**src/design/qts_pkg.sv**
```systemverilog
// ----------------------------------------------------------------------------
// Quoted token splitter package
// Shared types and constants for the token splitter: result kinds, the
// result record and the bundle of up to three results caused by one request.
// ----------------------------------------------------------------------------
package qts_pkg;

   localparam int COUNT_W     = 7;
   localparam int MAX_RESULTS = 3;

   localparam logic [COUNT_W-1:0] TOKEN_LIMIT       = 7'd64;
   localparam logic [COUNT_W-1:0] MAX_TOKENS_RESET  = 7'd64;

   localparam logic [7:0] CH_QUOTE     = 8'h22;
   localparam logic [7:0] CH_BACKSLASH = 8'h5C;
   localparam logic [7:0] CH_SPACE     = 8'h20;

   typedef enum logic [1:0] {
      KIND_BYTE      = 2'd0,
      KIND_TOKEN_END = 2'd1,
      KIND_DONE      = 2'd2,
      KIND_ERROR     = 2'd3
   } kind_type;

   typedef struct packed {
      kind_type             kind;
      logic [7:0]           out_byte;
      logic [COUNT_W-1:0]   token_count;
   } result_type;

   typedef struct packed {
      logic [1:0]                     count;
      result_type [MAX_RESULTS-1:0]   res;
   } bundle_type;

endpackage

```
**src/design/qts_req_if.sv**
```systemverilog
// ----------------------------------------------------------------------------
// Token splitter request channel
// Valid/ready channel carrying one line byte or the end-of-line marker.
// ----------------------------------------------------------------------------
interface qts_req_if;
   logic       valid;
   logic       ready;
   logic [7:0] ch;
   logic       end_of_line;

   modport source (output valid, ch, end_of_line, input ready);
   modport sink   (input valid, ch, end_of_line, output ready);
endinterface

```
**src/design/qts_rsp_if.sv**
```systemverilog
// ----------------------------------------------------------------------------
// Token splitter result channel
// Valid/ready channel carrying one result: kind, byte, count and last flag.
// ----------------------------------------------------------------------------
interface qts_rsp_if;
   logic       valid;
   logic       ready;
   logic [1:0] kind;
   logic [7:0] out_byte;
   logic [6:0] token_count;
   logic       last;

   modport source (output valid, kind, out_byte, token_count, last, input ready);
   modport sink   (input valid, kind, out_byte, token_count, last, output ready);
endinterface

```
**src/design/qts_decode.sv**
```systemverilog
// ----------------------------------------------------------------------------
// Token splitter decode
// Scan state, token count and limit register; works out, for the request at
// the input, the bundle of results it causes and the next scan state.
// ----------------------------------------------------------------------------
module qts_decode (
   input  logic                        clock,
   input  logic                        reset,
   input  logic                        csr_we,
   input  logic [qts_pkg::COUNT_W-1:0] csr_data,
   input  logic                        in_valid,
   input  logic [7:0]                  in_ch,
   input  logic                        in_eol,
   input  logic                        space,
   output logic                        push,
   output qts_pkg::bundle_type         bundle
);
   import qts_pkg::*;

   typedef enum logic [2:0] {
      MODE_BETWEEN  = 3'd0,
      MODE_TOKEN    = 3'd1,
      MODE_TOKEN_BS = 3'd2,
      MODE_QUOTE    = 3'd3,
      MODE_QUOTE_BS = 3'd4,
      MODE_DROP     = 3'd5
   } mode_type;

   mode_type           mode_ff, mode_in;
   logic [COUNT_W-1:0] seen_ff, seen_in;
   logic [COUNT_W-1:0] max_tokens_ff;
   logic [COUNT_W-1:0] limit;
   logic               accept;
   logic               is_space;

   assign accept   = in_valid && space;
   assign push     = accept && (bundle.count != 2'd0);
   assign limit    = (max_tokens_ff < TOKEN_LIMIT) ? max_tokens_ff : TOKEN_LIMIT;
   assign is_space = (in_ch == CH_SPACE) || ((in_ch >= 8'd9) && (in_ch <= 8'd13));

   always_comb begin
      mode_in = mode_ff;
      seen_in = seen_ff;
      bundle  = '0;
      if (in_eol) begin
         mode_in = MODE_BETWEEN;
         seen_in = '0;
         case (mode_ff)
            MODE_TOKEN_BS: begin
               bundle.count = 2'd3;
               bundle.res[0].kind        = KIND_BYTE;
               bundle.res[0].out_byte    = CH_BACKSLASH;
               bundle.res[1].kind        = KIND_TOKEN_END;
               bundle.res[2].kind        = KIND_DONE;
               bundle.res[2].token_count = seen_ff;
            end
            MODE_TOKEN: begin
               bundle.count = 2'd2;
               bundle.res[0].kind        = KIND_TOKEN_END;
               bundle.res[1].kind        = KIND_DONE;
               bundle.res[1].token_count = seen_ff;
            end
            MODE_QUOTE, MODE_QUOTE_BS: begin
               bundle.count = 2'd1;
               bundle.res[0].kind = KIND_ERROR;
            end
            default: begin
               bundle.count = 2'd1;
               bundle.res[0].kind        = KIND_DONE;
               bundle.res[0].token_count = seen_ff;
            end
         endcase
      end else if (in_ch != 8'd0) begin
         case (mode_ff)
            MODE_BETWEEN, MODE_TOKEN: begin
               if (is_space) begin
                  if (mode_ff == MODE_TOKEN) begin
                     bundle.count = 2'd1;
                     bundle.res[0].kind = KIND_TOKEN_END;
                     mode_in = MODE_BETWEEN;
                  end
               end else if ((mode_ff == MODE_BETWEEN) && (seen_ff >= limit)) begin
                  mode_in = MODE_DROP;
               end else begin
                  if (mode_ff == MODE_BETWEEN) begin
                     seen_in = seen_ff + 7'd1;
                  end
                  if (in_ch == CH_QUOTE) begin
                     mode_in = MODE_QUOTE;
                  end else if (in_ch == CH_BACKSLASH) begin
                     mode_in = MODE_TOKEN_BS;
                  end else begin
                     mode_in = MODE_TOKEN;
                     bundle.count = 2'd1;
                     bundle.res[0].kind     = KIND_BYTE;
                     bundle.res[0].out_byte = in_ch;
                  end
               end
            end
            MODE_TOKEN_BS: begin
               if ((in_ch == CH_SPACE) || (in_ch == CH_QUOTE) || (in_ch == CH_BACKSLASH)) begin
                  bundle.count = 2'd1;
                  bundle.res[0].kind     = KIND_BYTE;
                  bundle.res[0].out_byte = in_ch;
                  mode_in = MODE_TOKEN;
               end else begin
                  bundle.count = 2'd2;
                  bundle.res[0].kind     = KIND_BYTE;
                  bundle.res[0].out_byte = CH_BACKSLASH;
                  if (is_space) begin
                     bundle.res[1].kind = KIND_TOKEN_END;
                     mode_in = MODE_BETWEEN;
                  end else begin
                     bundle.res[1].kind     = KIND_BYTE;
                     bundle.res[1].out_byte = in_ch;
                     mode_in = MODE_TOKEN;
                  end
               end
            end
            MODE_QUOTE: begin
               if (in_ch == CH_QUOTE) begin
                  mode_in = MODE_TOKEN;
               end else if (in_ch == CH_BACKSLASH) begin
                  mode_in = MODE_QUOTE_BS;
               end else begin
                  bundle.count = 2'd1;
                  bundle.res[0].kind     = KIND_BYTE;
                  bundle.res[0].out_byte = in_ch;
               end
            end
            MODE_QUOTE_BS: begin
               mode_in = MODE_QUOTE;
               if ((in_ch != CH_QUOTE) && (in_ch != CH_BACKSLASH)) begin
                  bundle.count = 2'd2;
                  bundle.res[0].kind     = KIND_BYTE;
                  bundle.res[0].out_byte = CH_BACKSLASH;
                  bundle.res[1].kind     = KIND_BYTE;
                  bundle.res[1].out_byte = in_ch;
               end else begin
                  bundle.count = 2'd1;
                  bundle.res[0].kind     = KIND_BYTE;
                  bundle.res[0].out_byte = in_ch;
               end
            end
            MODE_DROP: begin
               mode_in = MODE_DROP;
            end
            default: begin
               mode_in = MODE_BETWEEN;
            end
         endcase
      end
   end

   always_ff @(posedge clock) begin
      if (reset) begin
         mode_ff       <= MODE_BETWEEN;
         seen_ff       <= '0;
         max_tokens_ff <= MAX_TOKENS_RESET;
      end else begin
         if (csr_we) begin
            max_tokens_ff <= csr_data;
         end
         if (accept) begin
            mode_ff <= mode_in;
            seen_ff <= seen_in;
         end
      end
   end

`ifndef SYNTH
   a_eol_clears: assert property (@(posedge clock) disable iff (reset)
      (accept && in_eol) |=> (mode_ff == MODE_BETWEEN) && (seen_ff == '0))
      else $error("scan state not cleared after end of line");

   a_seen_bounded: assert property (@(posedge clock) disable iff (reset)
      seen_ff <= TOKEN_LIMIT)
      else $error("token count above hard limit");

   a_zero_byte_idle: assert property (@(posedge clock) disable iff (reset)
      (accept && !in_eol && (in_ch == 8'd0)) |=> $stable(mode_ff) && $stable(seen_ff))
      else $error("zero byte changed scan state");
`endif

endmodule

```
**src/design/qts_serializer.sv**
```systemverilog
// ----------------------------------------------------------------------------
// Token splitter result serialiser
// Holds the bundle of one request and hands its results out one per cycle
// while they are taken, flagging the final one.
// ----------------------------------------------------------------------------
module qts_serializer (
   input  logic                clock,
   input  logic                reset,
   input  logic                push,
   input  qts_pkg::bundle_type bundle,
   output logic                space,
   output logic                out_valid,
   input  logic                out_ready,
   output qts_pkg::result_type out_res,
   output logic                out_last
);
   import qts_pkg::*;

   logic                         valid_ff;
   logic [1:0]                   count_ff;
   logic [1:0]                   idx_ff;
   result_type [MAX_RESULTS-1:0] res_ff;
   logic                         take;

   assign out_valid = valid_ff;
   assign out_res   = res_ff[idx_ff];
   assign out_last  = (idx_ff == (count_ff - 2'd1));
   assign take      = valid_ff && out_ready;
   assign space     = !valid_ff || (take && out_last);

   always_ff @(posedge clock) begin
      if (reset) begin
         valid_ff <= 1'b0;
         idx_ff   <= '0;
         count_ff <= '0;
      end else if (push) begin
         valid_ff <= 1'b1;
         idx_ff   <= '0;
         count_ff <= bundle.count;
      end else if (take) begin
         if (out_last) begin
            valid_ff <= 1'b0;
         end else begin
            idx_ff <= idx_ff + 2'd1;
         end
      end
   end

   always_ff @(posedge clock) begin
      if (push) begin
         res_ff <= bundle.res;
      end
   end

`ifndef SYNTH
   a_idx_in_range: assert property (@(posedge clock) disable iff (reset)
      valid_ff |-> (idx_ff < count_ff))
      else $error("result index beyond bundle");

   a_push_has_room: assert property (@(posedge clock) disable iff (reset)
      push |-> space)
      else $error("bundle loaded over pending results");

   a_advance: assert property (@(posedge clock) disable iff (reset)
      (take && !out_last) |=> valid_ff && (idx_ff == $past(idx_ff) + 2'd1))
      else $error("result index failed to advance");
`endif

endmodule

```
**src/design/quoted_token_splitter_unit.sv**
```systemverilog
// ----------------------------------------------------------------------------
// Quoted token splitter
// Shell-style line tokeniser: bytes in, token bytes, token ends and a
// line-done or unterminated-quote result out.
// ----------------------------------------------------------------------------
// A request is taken in the cycle it is offered whenever the result register
// is empty or is handing over its final result, so requests that cause at
// most one result (the usual case) flow at one per cycle while results are
// taken as they appear. A request causing n results (n up to 3) occupies the
// three-slot result register until its last result is taken, which drains
// one result per cycle while taken; the next request, even one causing no
// result, is held meanwhile. Results appear in the cycle after their request.
// The token limit register may be written only while no results are pending.
module quoted_token_splitter_unit (
   input  logic                        clock,
   input  logic                        reset,
   input  logic                        csr_we,
   input  logic [qts_pkg::COUNT_W-1:0] csr_data,
   qts_req_if.sink                     req_bus,
   qts_rsp_if.source                   rsp_bus
);
   import qts_pkg::*;

   logic       space;
   logic       push;
   bundle_type bundle;
   result_type rsp_res;

   // Request side: accept only while the result register has room.
   assign req_bus.ready = space;

   qts_decode u_decode (
      .clock    (clock),
      .reset    (reset),
      .csr_we   (csr_we),
      .csr_data (csr_data),
      .in_valid (req_bus.valid),
      .in_ch    (req_bus.ch),
      .in_eol   (req_bus.end_of_line),
      .space    (space),
      .push     (push),
      .bundle   (bundle)
   );

   // Result side: hold the bundle and advance through it as results are taken.
   qts_serializer u_serializer (
      .clock     (clock),
      .reset     (reset),
      .push      (push),
      .bundle    (bundle),
      .space     (space),
      .out_valid (rsp_bus.valid),
      .out_ready (rsp_bus.ready),
      .out_res   (rsp_res),
      .out_last  (rsp_bus.last)
   );

   assign rsp_bus.kind        = rsp_res.kind;
   assign rsp_bus.out_byte    = rsp_res.out_byte;
   assign rsp_bus.token_count = rsp_res.token_count;

endmodule

```
**src/flat_wrapper.sv**
```systemverilog
// flat-port wrapper written by rule: the top's interface ports become plain ports
module quoted_token_splitter_unit_flat import qts_pkg::*;
  (clock, reset, csr_we, csr_data, req_bus_valid, req_bus_ch, req_bus_end_of_line, req_bus_ready, rsp_bus_valid, rsp_bus_kind, rsp_bus_out_byte, rsp_bus_token_count, rsp_bus_last, rsp_bus_ready);
  qts_req_if req_bus_i ();
  qts_rsp_if rsp_bus_i ();
  input  logic clock;
  input  logic reset;
  input  logic csr_we;
  input  logic [qts_pkg::COUNT_W-1:0] csr_data;
  input wire logic [$bits(req_bus_i.valid)-1:0] req_bus_valid;
  input wire logic [$bits(req_bus_i.ch)-1:0] req_bus_ch;
  input wire logic [$bits(req_bus_i.end_of_line)-1:0] req_bus_end_of_line;
  output wire logic [$bits(req_bus_i.ready)-1:0] req_bus_ready;
  output wire logic [$bits(rsp_bus_i.valid)-1:0] rsp_bus_valid;
  output wire logic [$bits(rsp_bus_i.kind)-1:0] rsp_bus_kind;
  output wire logic [$bits(rsp_bus_i.out_byte)-1:0] rsp_bus_out_byte;
  output wire logic [$bits(rsp_bus_i.token_count)-1:0] rsp_bus_token_count;
  output wire logic [$bits(rsp_bus_i.last)-1:0] rsp_bus_last;
  input wire logic [$bits(rsp_bus_i.ready)-1:0] rsp_bus_ready;
  assign req_bus_i.valid = req_bus_valid;
  assign req_bus_i.ch = req_bus_ch;
  assign req_bus_i.end_of_line = req_bus_end_of_line;
  assign req_bus_ready = req_bus_i.ready;
  assign rsp_bus_valid = rsp_bus_i.valid;
  assign rsp_bus_kind = rsp_bus_i.kind;
  assign rsp_bus_out_byte = rsp_bus_i.out_byte;
  assign rsp_bus_token_count = rsp_bus_i.token_count;
  assign rsp_bus_last = rsp_bus_i.last;
  assign rsp_bus_i.ready = rsp_bus_ready;
  quoted_token_splitter_unit u_core (.clock(clock), .reset(reset), .csr_we(csr_we), .csr_data(csr_data), .req_bus(req_bus_i), .rsp_bus(rsp_bus_i));
endmodule
```
**config.mk**
```make
export PLATFORM = sky130hd
export DESIGN_NAME = quoted_token_splitter_unit_flat
export DESIGN_NICKNAME = d
export VERILOG_FILES = /design/src/design/qts_pkg.sv /design/src/design/qts_req_if.sv /design/src/design/qts_rsp_if.sv /design/src/design/qts_decode.sv /design/src/design/qts_serializer.sv /design/src/design/quoted_token_splitter_unit.sv /design/src/flat_wrapper.sv
export SDC_FILE = /design/constraint.sdc
export NUM_CORES = 1
export LEC_CHECK = 0
export ABC_AREA = 0
export BUFFER_PORTS_ARGS = -buffer_cell sky130_fd_sc_hd__buf_2
export CELL_PAD_IN_SITES_DETAIL_PLACEMENT = 1
export CELL_PAD_IN_SITES_GLOBAL_PLACEMENT = 1
export CORE_MARGIN = 2
export CORE_UTILIZATION = 25
export CTS_CLUSTER_SIZE = 14
export DETAILED_ROUTE_END_ITERATION = 6
export GPL_TIMING_DRIVEN = 1
export PLACE_DENSITY = 0.46
export SETUP_SLACK_MARGIN = 0.5
export SYNTH_ARGS = -nofsm -noshare
export SYNTH_HDL_FRONTEND = slang
export SYNTH_HIERARCHICAL = 1
export SYNTH_SLANG_ARGS = --single-unit
```
**constraint.sdc**
```tcl
create_clock -name clock -period 5.42 [get_ports clock]
set_clock_uncertainty 0.1 [all_clocks]
set_input_delay 0.271 -clock clock [delete_from_list [all_inputs] [get_ports clock]]
set_output_delay 0.271 -clock clock [all_outputs]
set_load 0.01 [all_outputs]
```
==> flow_summary_export.csv, run 1 <==
group,metric,value,unit
route,wl,11000,um
logic_synthesis,ys_seq_area_share,48.2,%
clock_tree,ctsResizeCount,0,
placement,io_buffers,40,
logic_synthesis,syn_inst,397,
cells_and_area,layout-drive-gt1-share,17.8,%
timing,maxSlewHeadroom,37.1,%
critical_path,start_kind,"flip-flop",
clock_tree,hold_buffers,0,
timing,max_slew.worst_pin.slew,0.939,ns
die,start_util,25.7,%
clock_tree,clk_latency,0.33,ns
global_routing,grt_usage,13.3,%
route,wl_per_cell,16.8,um
logic_synthesis,yosys_warnings,6,
global_routing,grt_pass1_vias,3211,
cells_and_area,syn_to_final_growth,15.9,%
global_routing,antenna_found_initial,0,
placement,place_inst,638,
timing,period_minus_slack,3.63,ns
power_and_ir_drop,power_density,289,nW/um2
clock_tree,numCtsBuffers,9,
route,vias,3038,
critical_path,path_max_fanout,29,
cells_and_area,stdcell_count,654,
timing,maxSlewViolCount,0,
flow_run,drv_cap,0,
logic_synthesis,synthFlopType,"edfxtp_1",
route,drtAntennaViolNets,0,
die,fp.dieW,132,um
cells_and_area,diodes,0,
critical_path,path_delay_family,"compound AO/OA/AOI/OAI gates",
cells_and_area,postLayoutCoreUtil,29.7,%
clock_tree,cts_tree,"yes",
placement,dpl.hpwl,8220,um
global_routing,grt_pass1_wl,18000,um
min_path,hold_class,"in -> reg",
critical_path,crit_path_cell_trace,"inv_1 > ha_1 > nand2b_4 > a2111oi_4 > o31ai_4 > o22ai_1 > nand3b_1 > a21oi_4 > buf_4",
outcome,status,"complete, no violations",
critical_path,critPathSlowestCell,"a21oi_4",
global_routing,grt-ovfl-total,0,
timing,setup_tns,0,ns
route,drt_iter0_markers,185,
route,drc,0,
clock_tree,htreeDepth,3,
die,fp.coreArea,15900,um2
power_and_ir_drop,ir_drop,0.000135,V
critical_path,max_stage_delay,0.74,ns
logic_synthesis,ys_async_sr_fraction,0,%
timing,setup_viol,0,
die,pin_count,41,
clock_tree,clk_pin_slew,0.06,ns
clock_tree,clockBufferDepth,2,
logic_synthesis,synth_edf_count,51,
die,dieHeight,132,um
clock_tree,post_cts.repair.setup_buffers,0,
global_routing,grt_max_degree,30,
die,row_count,46,
timing,fmax,0.276,GHz
clock_tree,cts_root_buffer,"clkbuf_16",
cells_and_area,finalNetCount,462,
clock_tree,cts.sinks,73,
die,dieArea,17400,um2
critical_path,critPathCaptureType,"flip-flop",
critical_path,worstPathArrival,3.53,ns
timing,post-route-period-util,67.0,%
timing,rsz0062_at_grt,"no",
critical_path,worst-path-buf-inv,2,
power_and_ir_drop,p_leak,0.00177,uW
critical_path,required,5.32,ns
logic_synthesis,ys_ff_latch,73,
timing,hold_violations,0,
route,vias_per_cell,4.65,
placement,place.gp.congestion,0.735,
logic_synthesis,yosysUniqueCellTypes,66,
route,first_pass_iters,4,
logic_synthesis,syn_area,4090,um2
critical_path,crit_type,"reg -> reg",
logic_synthesis,syn_area_per_cell,10.3,um2
==> state kept, by name, indices dropped and copies added, names as in the netlist <==
register                       count
u_core/u_decode/mode_ff            3
u_core/u_serializer/count_ff       2
u_core/u_serializer/idx_ff         2
u_core/u_serializer/res_ff        51
u_core/u_serializer/out_valid      1
u_core/u_decode/max_tokens_ff      7
u_core/u_decode/seen_ff            7
==> worst paths after layout <==
check	from	endpoint	slack, ns	depth (start not counted)
max	u_core/u_decode/seen_ff[0]	u_core/u_serializer/res_ff[42]	1.79	9
min	csr_data[6]	u_core/u_decode/max_tokens_ff[6]	0.05	3
min reg2reg	u_core/u_decode/max_tokens_ff[0]	u_core/u_decode/max_tokens_ff[0]	0.40	2
max reg2reg	u_core/u_decode/seen_ff[0]	u_core/u_serializer/res_ff[42]	1.79	9
==> per-stage QoR <==
stage                     hold WS (ns)  area (um2)  power [uW]  setup WS [ns]
after global placement           0.378        4480         848           1.87
final                           0.0535        4740        1370           1.79
after CTS                       0.0377        4740        1400           1.73
after global routing            0.0661        4740        1440           1.50
after floorplan                  0.243        4120         787           1.46
after detailed placement         0.388        4480         852           1.75
==> placed cells by master (no fill, tap or decap), drive strengths merged, types with 3 or more instances in the layout <==
cell type / synthesis / routed
edfxtp: 51 / 51
buf: 19 / 44
nand2: 40 / 40
nor2: 35 / 35
mux2i: 27 / 27
o21ai: 25 / 25
dfxtp: 22 / 22
and2: 19 / 19
and3: 15 / 15
a21oi: 13 / 13
inv: 11 / 12
clkbuf: 8 / 10
nor3: 10 / 10
conb: 1 / 9
nand4: 9 / 9
ha: 8 / 8
nor2b: 6 / 6
a31oi: 5 / 5
o22ai: 5 / 5
nand2b: 5 / 5
xnor2: 5 / 5
clkinv: 0 / 5
a21o: 4 / 4
o311a: 4 / 4
nand3: 4 / 4
or2: 4 / 4
nor4: 4 / 4
a211o: 3 / 3
a211oi: 3 / 3
o31ai: 3 / 3
a21boi: 3 / 3
or3: 3 / 3
==> power by group <==
group          switching (uW)  total (uW)  internal [uW]
Combinational             115         181           66.3
Sequential               17.5         655            638
Clock                     227         534            307
==> worst register-to-register path, cell delays in order (launching register included) <==
cell and delay, ns:
dfxtp_1 0.39, inv_1 0.11, ha_1 0.30, nand2b_4 0.15, a2111oi_4 0.46, o31ai_4 0.20
o22ai_1 0.21, nand3b_1 0.15, a21oi_4 0.74, buf_4 0.48
==> routing by layer <==
metal	share of wire, %	global-route usage [%]
met5	0	0
met4	1.6	5.07
met3	4.1	2.85
met2	46	20.7
met1	49	18.2
==> final cells by class <==
type,instances,area [um2]
Clock inverter,6,33.8
Multi-Input combinational cell,294,1960
Inverter,11,41.3
Fill cell,1791,11200
Clock buffer,10,229
Tap cell,216,270
Timing Repair Buffer,44,230
Sequential cell,73,1970
==> synthesized netlist by cell type, types with 3 or more instances <==
master | number | area [um2]
a21o_1 | 4 | 30.0
and3_1 | 15 | 93.8
ha_1 | 8 | 100
a21oi_1 | 11 | 55.1
nand2_1 | 40 | 150
dfxtp_1 | 22 | 440
nor2b_1 | 6 | 37.5
nand4_1 | 8 | 50.1
buf_4 | 12 | 90.1
o21ai_0 | 22 | 110
o22ai_1 | 5 | 31.3
a211o_1 | 3 | 26.3
a211oi_1 | 3 | 22.5
nor2_1 | 35 | 131
nor3_1 | 8 | 40.0
o311a_1 | 4 | 40.0
or2_2 | 3 | 18.8
buf_2 | 4 | 20.0
inv_1 | 11 | 41.3
edfxtp_1 | 51 | 1530
o21ai_1 | 3 | 15.0
nand2b_1 | 4 | 25.0
clkbuf_1 | 8 | 30.0
mux2i_1 | 26 | 260
a31oi_1 | 5 | 31.3
nand3_1 | 3 | 15.0
and2_1 | 19 | 119
xnor2_1 | 4 | 35.0
==> kinds of logic (layout without fill, tap and decap cells) <==
| family | after synthesis | count (layout) | share of synthesized area, % |
|---|---|---|---|
| buffers and inverters | 38 | 71 | 4.89 |
| AOI/OAI and AO/OA | 84 | 84 | 14.7 |
| xor gates and xnor gates | 5 | 5 | 1.25 |
| muxes | 27 | 27 | 6.70 |
| and+or+nand+nor | 161 | 161 | 21.7 |
| DFF | 73 | 73 | 48.2 |
| adders and majority gates | 8 | 8 | 2.45 |
| other | 1 | 9 | 0.0917 |
No activity file was read; power rests on OpenSTA's default activity.
==> run 2, diff against run 1 <==
--- a/config.mk
+++ b/config.mk
@@ -5,7 +5,7 @@
 export SDC_FILE = /design/constraint.sdc
 export NUM_CORES = 1
 export LEC_CHECK = 0
-export ABC_AREA = 0
+export ABC_AREA = 1
 export BUFFER_PORTS_ARGS = -buffer_cell sky130_fd_sc_hd__buf_2
 export CELL_PAD_IN_SITES_DETAIL_PLACEMENT = 1
 export CELL_PAD_IN_SITES_GLOBAL_PLACEMENT = 1
==> constraint.sdc (replaced) <==
create_clock -name clock -period 3.7 [get_ports clock]
set_clock_uncertainty 0.1 [all_clocks]
set_input_delay 0.185 -clock clock [delete_from_list [all_inputs] [get_ports clock]]
set_output_delay 0.185 -clock clock [all_outputs]
set_load 0.01 [all_outputs]
==> run 2 against run 1 <==
  * Largest cell class unchanged
  * First-iteration DRC count shrank 28%
  * Routed wire length shrank 0.20%
  * Worst setup slack lost 1.1 ns
  * Combinational power grew 63%
  * Critical endpoint is now u_core/u_serializer/res_ff[8]
  * Critical path depth grew 7
  * Synthesized cell count grew 20%
  * Clock power grew 46%
==> flow_summary_export.csv, run 2 <==
group,metric,value,unit
timing,maxSlewHeadroom,56.6,%
critical_path,max_stage_delay,0.58,ns
cells_and_area,diodes,0,
logic_synthesis,ys_top_cells_by_count,"94 x nand2_1, 83 x nor2_1, 51 x edfxtp_1",
cells_and_area,multiInputGateArea,1680,um2
critical_path,start_kind,"flip-flop",
critical_path,crit_top_cell,"nand2_1",
clock_tree,post_cts.repair.setup_buffers,0,
timing,post-route-period-util,81.2,%
power_and_ir_drop,pwr-share-comb,14.5,%
clock_tree,cts_tree,"yes",
power_and_ir_drop,p_seq_share,47.5,%
die,dieHeight,130,um
cells_and_area,fillers,1861,
logic_synthesis,synth_edf_count,51,
timing,fmax,0.333,GHz
min_path,hold_class,"in -> reg",
route,wl,11000,um
die,pin_count,41,
power_and_ir_drop,power_density,435,nW/um2
placement,place.gp.congestion,0.732,
placement,place_area,4360,um2
power_and_ir_drop,swShare,27.2,%
min_path,holdPathStages,3,
power_and_ir_drop,p_leak,0.00192,uW
die,start_util,25.7,%
clock_tree,cts.sinks,73,
critical_path,crit_path_cell_trace,"inv_1 > nand2_1 > ha_1 > nand2_1 > inv_1 > nand2_1 > nand2_1 > nand2_1 > nand2_1 > nand3_1 > nand3_1 > nand2_1 > nand2_1 > nand3_1 > nand2_1 > clkinvlp_2",
cells_and_area,largest_register_ffs,51,
route,first_pass_iters,4,
min_path,min_to,"u_core/u_decode/max_tokens_ff[0]",
critical_path,r2r_slack,0.70,ns
logic_synthesis,synth.largest_area_cell,"edfxtp_1",
timing,period_minus_slack,3.00,ns
timing,maxSlewViolCount,0,
die,fp.coreArea,15300,um2
logic_synthesis,yosysUniqueCellTypes,38,
clock_tree,cts_root_buffer,"clkbuf_16",
global_routing,antenna_found_initial,0,
critical_path,required,3.48,ns
min_path,min_from,"csr_data[0]",
placement,dpl.hpwl,8230,um
logic_synthesis,ys_async_sr_fraction,0,%
critical_path,crit_type,"reg -> reg",
critical_path,worst-path-buf-inv,3,
placement,io_buffers,40,
logic_synthesis,synth.most_common_cell,"nand2_1",
clock_tree,clk_pin_slew,0.06,ns
logic_synthesis,ys_seq_area_share,50.0,%
clock_tree,clockBufferDepth,2,
timing,rsz0062_at_grt,"yes",
clock_tree,clk_latency,0.34,ns
cells_and_area,layout_common_cells,"94 x nand2_1, 83 x nor2_1, 51 x edfxtp_1",
power_and_ir_drop,clkPwrFrac,38.1,%
die,dieArea,16800,um2
clock_tree,numCtsBuffers,9,
clock_tree,htreeDepth,3,
logic_synthesis,syn_inst,478,
critical_path,path_delay_family,"simple AND/OR/NAND/NOR gates",
cells_and_area,finalNetCount,561,
cells_and_area,reg_top3,"u_core/u_serializer/res_ff (51), u_core/u_decode/max_tokens_ff (7), u_core/u_decode/seen_ff (7)",
logic_synthesis,ys_ff_latch,73,
die,row_count,45,
cells_and_area,postLayoutCoreUtil,30.6,%
cells_and_area,stdcell_count,747,
critical_path,worst_r2r_endpoint,"u_core/u_serializer/res_ff[8]",
global_routing,grt_pass1_wl,17700,um
timing,setup_viol,0,
timing,hold_violations,0,
power_and_ir_drop,power,2040,uW
cells_and_area,layout-drive-gt1-share,18.1,%
logic_synthesis,yosys_warnings,6,
cells_and_area,regMostFlops,"u_core/u_serializer/res_ff",
global_routing,grt_usage,14.0,%
placement,place_inst,725,
global_routing,grt_pass1_vias,3375,
critical_path,worstRegToRegCells,16,
critical_path,critPathSlowestCell,"clkinvlp_2",
flow_run,drv_cap,0,
critical_path,path_max_fanout,14,
power_and_ir_drop,p_switching,555,uW
logic_synthesis,syn_area_per_cell,8.24,um2
route,drt_iter0_markers,133,
timing,max_slew.worst_pin.slew,0.647,ns
global_routing,grt_max_degree,36,
route,wl_per_cell,14.7,um
critical_path,worstPathArrival,2.78,ns
cells_and_area,syn_to_final_growth,18.9,%
cells_and_area,final_area,4690,um2
route,drc,0,
cells_and_area,seqCellArea,1970,um2
cells_and_area,final_common_cell,"nand2_1",
timing,setup_tns,0,ns
critical_path,reg2reg_from,"u_core/u_decode/max_tokens_ff[6]",
outcome,status,"complete, no violations",
logic_synthesis,syn_area,3940,um2
logic_synthesis,synthTopCellsByArea,"edfxtp_1 39%, dfxtp_1 11%, nand2_1 9.0%",
route,drtAntennaViolNets,0,
logic_synthesis,synthFlopType,"edfxtp_1",
route,vias_per_cell,4.35,
die,fp.dieW,130,um
power_and_ir_drop,ir_drop,0.000168,V
critical_path,critPathCaptureType,"flip-flop",
power_and_ir_drop,p_int,1480,uW
global_routing,grt-ovfl-total,0,
route,vias,3246,
logic_synthesis,synth_top_area_share,38.9,%
==> run 2: cell count changes in the layout (fill, tap and decap cells not counted), sizes merged, moves of 8 or more <==
cell / delta
a21oi: +8
and2: -18
and3: -15
inv: +32
mux2i: -27
nand2: +60
nand3: +36
nor2: +53
o21ai: +27
==> run 2: metal layers <==
metal,wire length (um),track usage [%]
met5,0,0
met4,181,5.06
met3,317,2.85
met2,5000,22.0
met1,5460,19.1
==> run 2: cell type report <==
class	instances	share of cell area, %
sequential	73	42.1
multi-input combinational	347	35.9
timing repair buffer	54	6.84
tap	211	5.63
clock buffer	9	4.81
inverter	46	3.82
clock inverter	6	0.774
timing repair inverter	1	0.107
==> run 2: timing repair <==
item,4_1_cts,5_1_grt
endpoints found under the hold margin,6,0
hold buffers,6,0
setup endpoints to repair,0,34
resized for setup,0,0
==> run 2: metrics by stage <==
step                hold slack, ns  setup slack [ns]
finish                      0.0353             0.696
global route                0.0557             0.371
CTS                         0.0215             0.628
detailed placement           0.318             0.640
global placement             0.309             0.620
floorplan                    0.147             0.868
==> run 2: worst max-delay path by stage <==
stage	startpoint	end	depth (start not counted)
2_1_floorplan	u_core/u_decode/max_tokens_ff[6]	u_core/u_serializer/count_ff[1]	19
3_3_place_gp	u_core/u_decode/max_tokens_ff[6]	u_core/u_serializer/res_ff[21]	17
6_report	u_core/u_decode/max_tokens_ff[6]	u_core/u_serializer/res_ff[8]	16
4_1_cts	u_core/u_decode/max_tokens_ff[6]	u_core/u_serializer/res_ff[34]	17
5_1_grt	u_core/u_decode/max_tokens_ff[6]	u_core/u_serializer/res_ff[8]	16
3_5_place_dp	u_core/u_decode/max_tokens_ff[6]	u_core/u_serializer/res_ff[4]	17
==> run 2: power groups by stage <==
stage / registers [uW] / logic (uW) / clock network [uW]
final: 968 / 295 / 777
after global routing: 975 / 335 / 841
after CTS: 969 / 299 / 809
after detailed placement: 986 / 293 / 0
after global placement: 985 / 291 / 0
after floorplan: 977 / 194 / 0
==> run 2: logic make-up (layout without fill, tap and decap cells) <==
kind of cell / after synthesis / after routing / synth area share (%)
AOI/OAI and AO/OA: 75 / 75 / 10.2
xor gates and xnor gates: 3 / 3 / 0.667
adders and majority gates: 8 / 8 / 2.54
buffers and inverters: 66 / 116 / 7.97
DFF: 73 / 73 / 50.0
other: 1 / 9 / 0.0952
and+or+nand+nor: 252 / 252 / 28.5
==> run 2: tightest hold or removal path, delay by kind of cell <==
family,cells,cell delay (ns)
AOI/OAI and AO/OA,2,0.18
buffers and inverters,1,0.07
==> run 3, diff against run 2 <==
--- a/config.mk
+++ b/config.mk
@@ -14,7 +14,7 @@
 export CTS_CLUSTER_SIZE = 14
 export DETAILED_ROUTE_END_ITERATION = 6
 export GPL_TIMING_DRIVEN = 1
-export PLACE_DENSITY = 0.46
+export PLACE_DENSITY = 0.48
 export SETUP_SLACK_MARGIN = 0.5
 export SYNTH_ARGS = -nofsm -noshare
 export SYNTH_HDL_FRONTEND = slang
==> constraint.sdc (replaced) <==
create_clock -name clock -period 2.5 [get_ports clock]
set_clock_uncertainty 0.1 [all_clocks]
set_input_delay 0.125 -clock clock [delete_from_list [all_inputs] [get_ports clock]]
set_output_delay 0.125 -clock clock [all_outputs]
set_load 0.01 [all_outputs]
==> run 3 against run 2 <==
  * Final cell count rose by 4.4%
  * Critical path depth rose by 3
  * Total power rose by 62%
  * Worst hold slack improved by 0.0075 ns
==> flow_summary_export.csv, run 3 (synthesized netlist as in run 2, its figures left out) <==
group,metric,value,unit
outcome,status,"complete, no violations",
global_routing,grt_pass1_vias,3563,
placement,place_area,4500,um2
placement,io_buffers,40,
power_and_ir_drop,p_leak,0.00221,uW
critical_path,crit_path_cell_trace,"clkinv_4 > nand2_4 > ha_4 > nand2_2 > inv_2 > nand2_2 > nand2_2 > nand2_2 > buf_4 > buf_6 > buf_4 > buf_6 > buf_6 > nand3_4 > o21ai_4 > buf_12 > buf_4 > a31oi_4 > nor2_1",
cells_and_area,regMostFlops,"u_core/u_serializer/res_ff",
clock_tree,clk_latency,0.33,ns
min_path,hold_class,"in -> reg",
global_routing,grt_pass1_wl,18800,um
die,fp.dieW,130,um
timing,setup_viol,0,
timing,maxSlewHeadroom,52.9,%
route,vias,3432,
flow_run,drv_cap,0,
clock_tree,cts_root_buffer,"clkbuf_16",
timing,hold_ws,0.0429,ns
critical_path,worstRegToRegCells,19,
power_and_ir_drop,ir_drop,0.000249,V
power_and_ir_drop,power_density,615,nW/um2
route,wl,11700,um
timing,post-route-period-util,96.3,%
route,vias_per_cell,4.40,
route,wl_per_cell,15.0,um
global_routing,antenna_found_initial,0,
critical_path,max_stage_delay,0.33,ns
critical_path,worst-path-buf-inv,9,
cells_and_area,final_area,5380,um2
critical_path,critPathCaptureType,"flip-flop",
route,first_pass_iters,4,
die,pin_count,41,
cells_and_area,finalNetCount,593,
die,fp.coreArea,15300,um2
placement,place.gp.congestion,0.806,
die,dieHeight,130,um
critical_path,start_kind,"flip-flop",
cells_and_area,layout_common_cells,"78 x nor2_1, 72 x nand2_1, 51 x edfxtp_1",
critical_path,r2r_slack,0.09,ns
cells_and_area,syn_to_final_growth,36.4,%
cells_and_area,largest_register_ffs,51,
timing,rsz0062_at_grt,"yes",
global_routing,grt_usage,14.6,%
global_routing,grt_max_degree,36,
timing,maxSlewViolCount,0,
die,dieArea,16800,um2
critical_path,critPathSlowestCell,"dfxtp_2",
power_and_ir_drop,power,3310,uW
timing,fmax,0.415,GHz
critical_path,worst_r2r_endpoint,"u_core/u_decode/seen_ff[4]",
clock_tree,clk_pin_slew,0.06,ns
critical_path,worstPathArrival,2.53,ns
global_routing,grt-ovfl-total,0,
cells_and_area,fillers,1842,
min_path,min_to,"u_core/u_decode/max_tokens_ff[3]",
min_path,min_from,"csr_we",
cells_and_area,reg_top3,"u_core/u_serializer/res_ff (51), u_core/u_decode/max_tokens_ff (7), u_core/u_decode/seen_ff (7)",
cells_and_area,diodes,0,
cells_and_area,final_common_cell,"nor2_1",
critical_path,path_max_fanout,8,
die,row_count,45,
clock_tree,htreeDepth,3,
timing,setup_tns,0,ns
clock_tree,clockBufferDepth,2,
critical_path,path_delay_family,"buffers and inverters",
route,drt_iter0_markers,149,
route,drc,0,
critical_path,reg2reg_from,"u_core/u_decode/max_tokens_ff[6]",
cells_and_area,layout-drive-gt1-share,30.8,%
critical_path,required,2.62,ns
placement,dpl.hpwl,8390,um
timing,max_slew.worst_pin.slew,0.706,ns
clock_tree,cts.sinks,73,
min_path,holdPathStages,3,
critical_path,crit_top_cell,"nand2_2",
timing,period_minus_slack,2.41,ns
cells_and_area,postLayoutCoreUtil,35.1,%
timing,hold_violations,0,
clock_tree,cts_tree,"yes",
route,drtAntennaViolNets,0,
clock_tree,numCtsBuffers,9,
critical_path,crit_type,"reg -> reg",
die,start_util,25.7,%
==> run 3: through the flow <==
stage	setup slack, ns	std cells
global placement	0.0689	740
floorplan	-0.208	486
finish	0.0929	780
CTS	0.145	776
detailed placement	0.0257	740
global route	-0.0282	780
==> run 3: report_power, final <==
part	switching, uW	internal [uW]	leakage (uW)
Clock	491	766	0.000138
Sequential	31.6	1400	0.000673
Combinational	357	266	0.00140
Total	880	2430	0.00221
==> run 3: worst max path at each step <==
stage,endpoint,cells after the start,slack (ns),startpoint
final,u_core/u_decode/seen_ff[4],19,0.09,u_core/u_decode/max_tokens_ff[6]
after CTS,u_core/u_serializer/res_ff[48],18,0.15,u_core/u_decode/max_tokens_ff[6]
after floorplan,u_core/u_serializer/count_ff[1],19,-0.21,u_core/u_decode/max_tokens_ff[6]
after global routing,u_core/u_decode/seen_ff[3],19,-0.03,u_core/u_decode/max_tokens_ff[6]
after global placement,u_core/u_serializer/res_ff[48],12,0.07,req_bus_ch[6]
after detailed placement,u_core/u_serializer/res_ff[48],17,0.03,u_core/u_decode/max_tokens_ff[6]
==> run 3: tightest hold or removal path, delay by kind of cell <==
| kind | cells | cell delay (ns) |
|---|---|---|
| AOI/OAI and AO/OA | 1 | 0.10 |
| buffers and inverters | 1 | 0.14 |
| and+or+nand+nor | 1 | 0.07 |
==> run 3: area by class of cell <==
cell class | count | area, um2 | share of cell area [%]
flip-flops and latches | 73 | 1970 | 36.7
multi-input cells | 347 | 1930 | 36.0
repair buffers | 87 | 721 | 13.4
well taps | 211 | 264 | 4.91
clock buffers | 10 | 229 | 4.26
inverters | 46 | 196 | 3.65
clock inverters | 6 | 58.8 | 1.09
==> run 3: timing repair <==
action / CTS / global route
hold buffers: 8 / 0
pin swaps: 9 / 8
setup endpoints to repair: 71 / 76
setup buffers: 10 / 3
gates resized for setup: 24 / 49
hold endpoints to repair: 7 / 0
gates cloned: 2 / 1
==> run 3: metal layers <==
metal  share of wire, %  routed length [um]  GRT usage [%]  up-vias
met5                  0                   0              0        -
met4               0.73                  85           3.98        0
met3                2.3                 265           2.77        6
met2                 46                5430           23.4       45
met1                 51                5920           20.3     1629
li1                   -                   -              -     1752
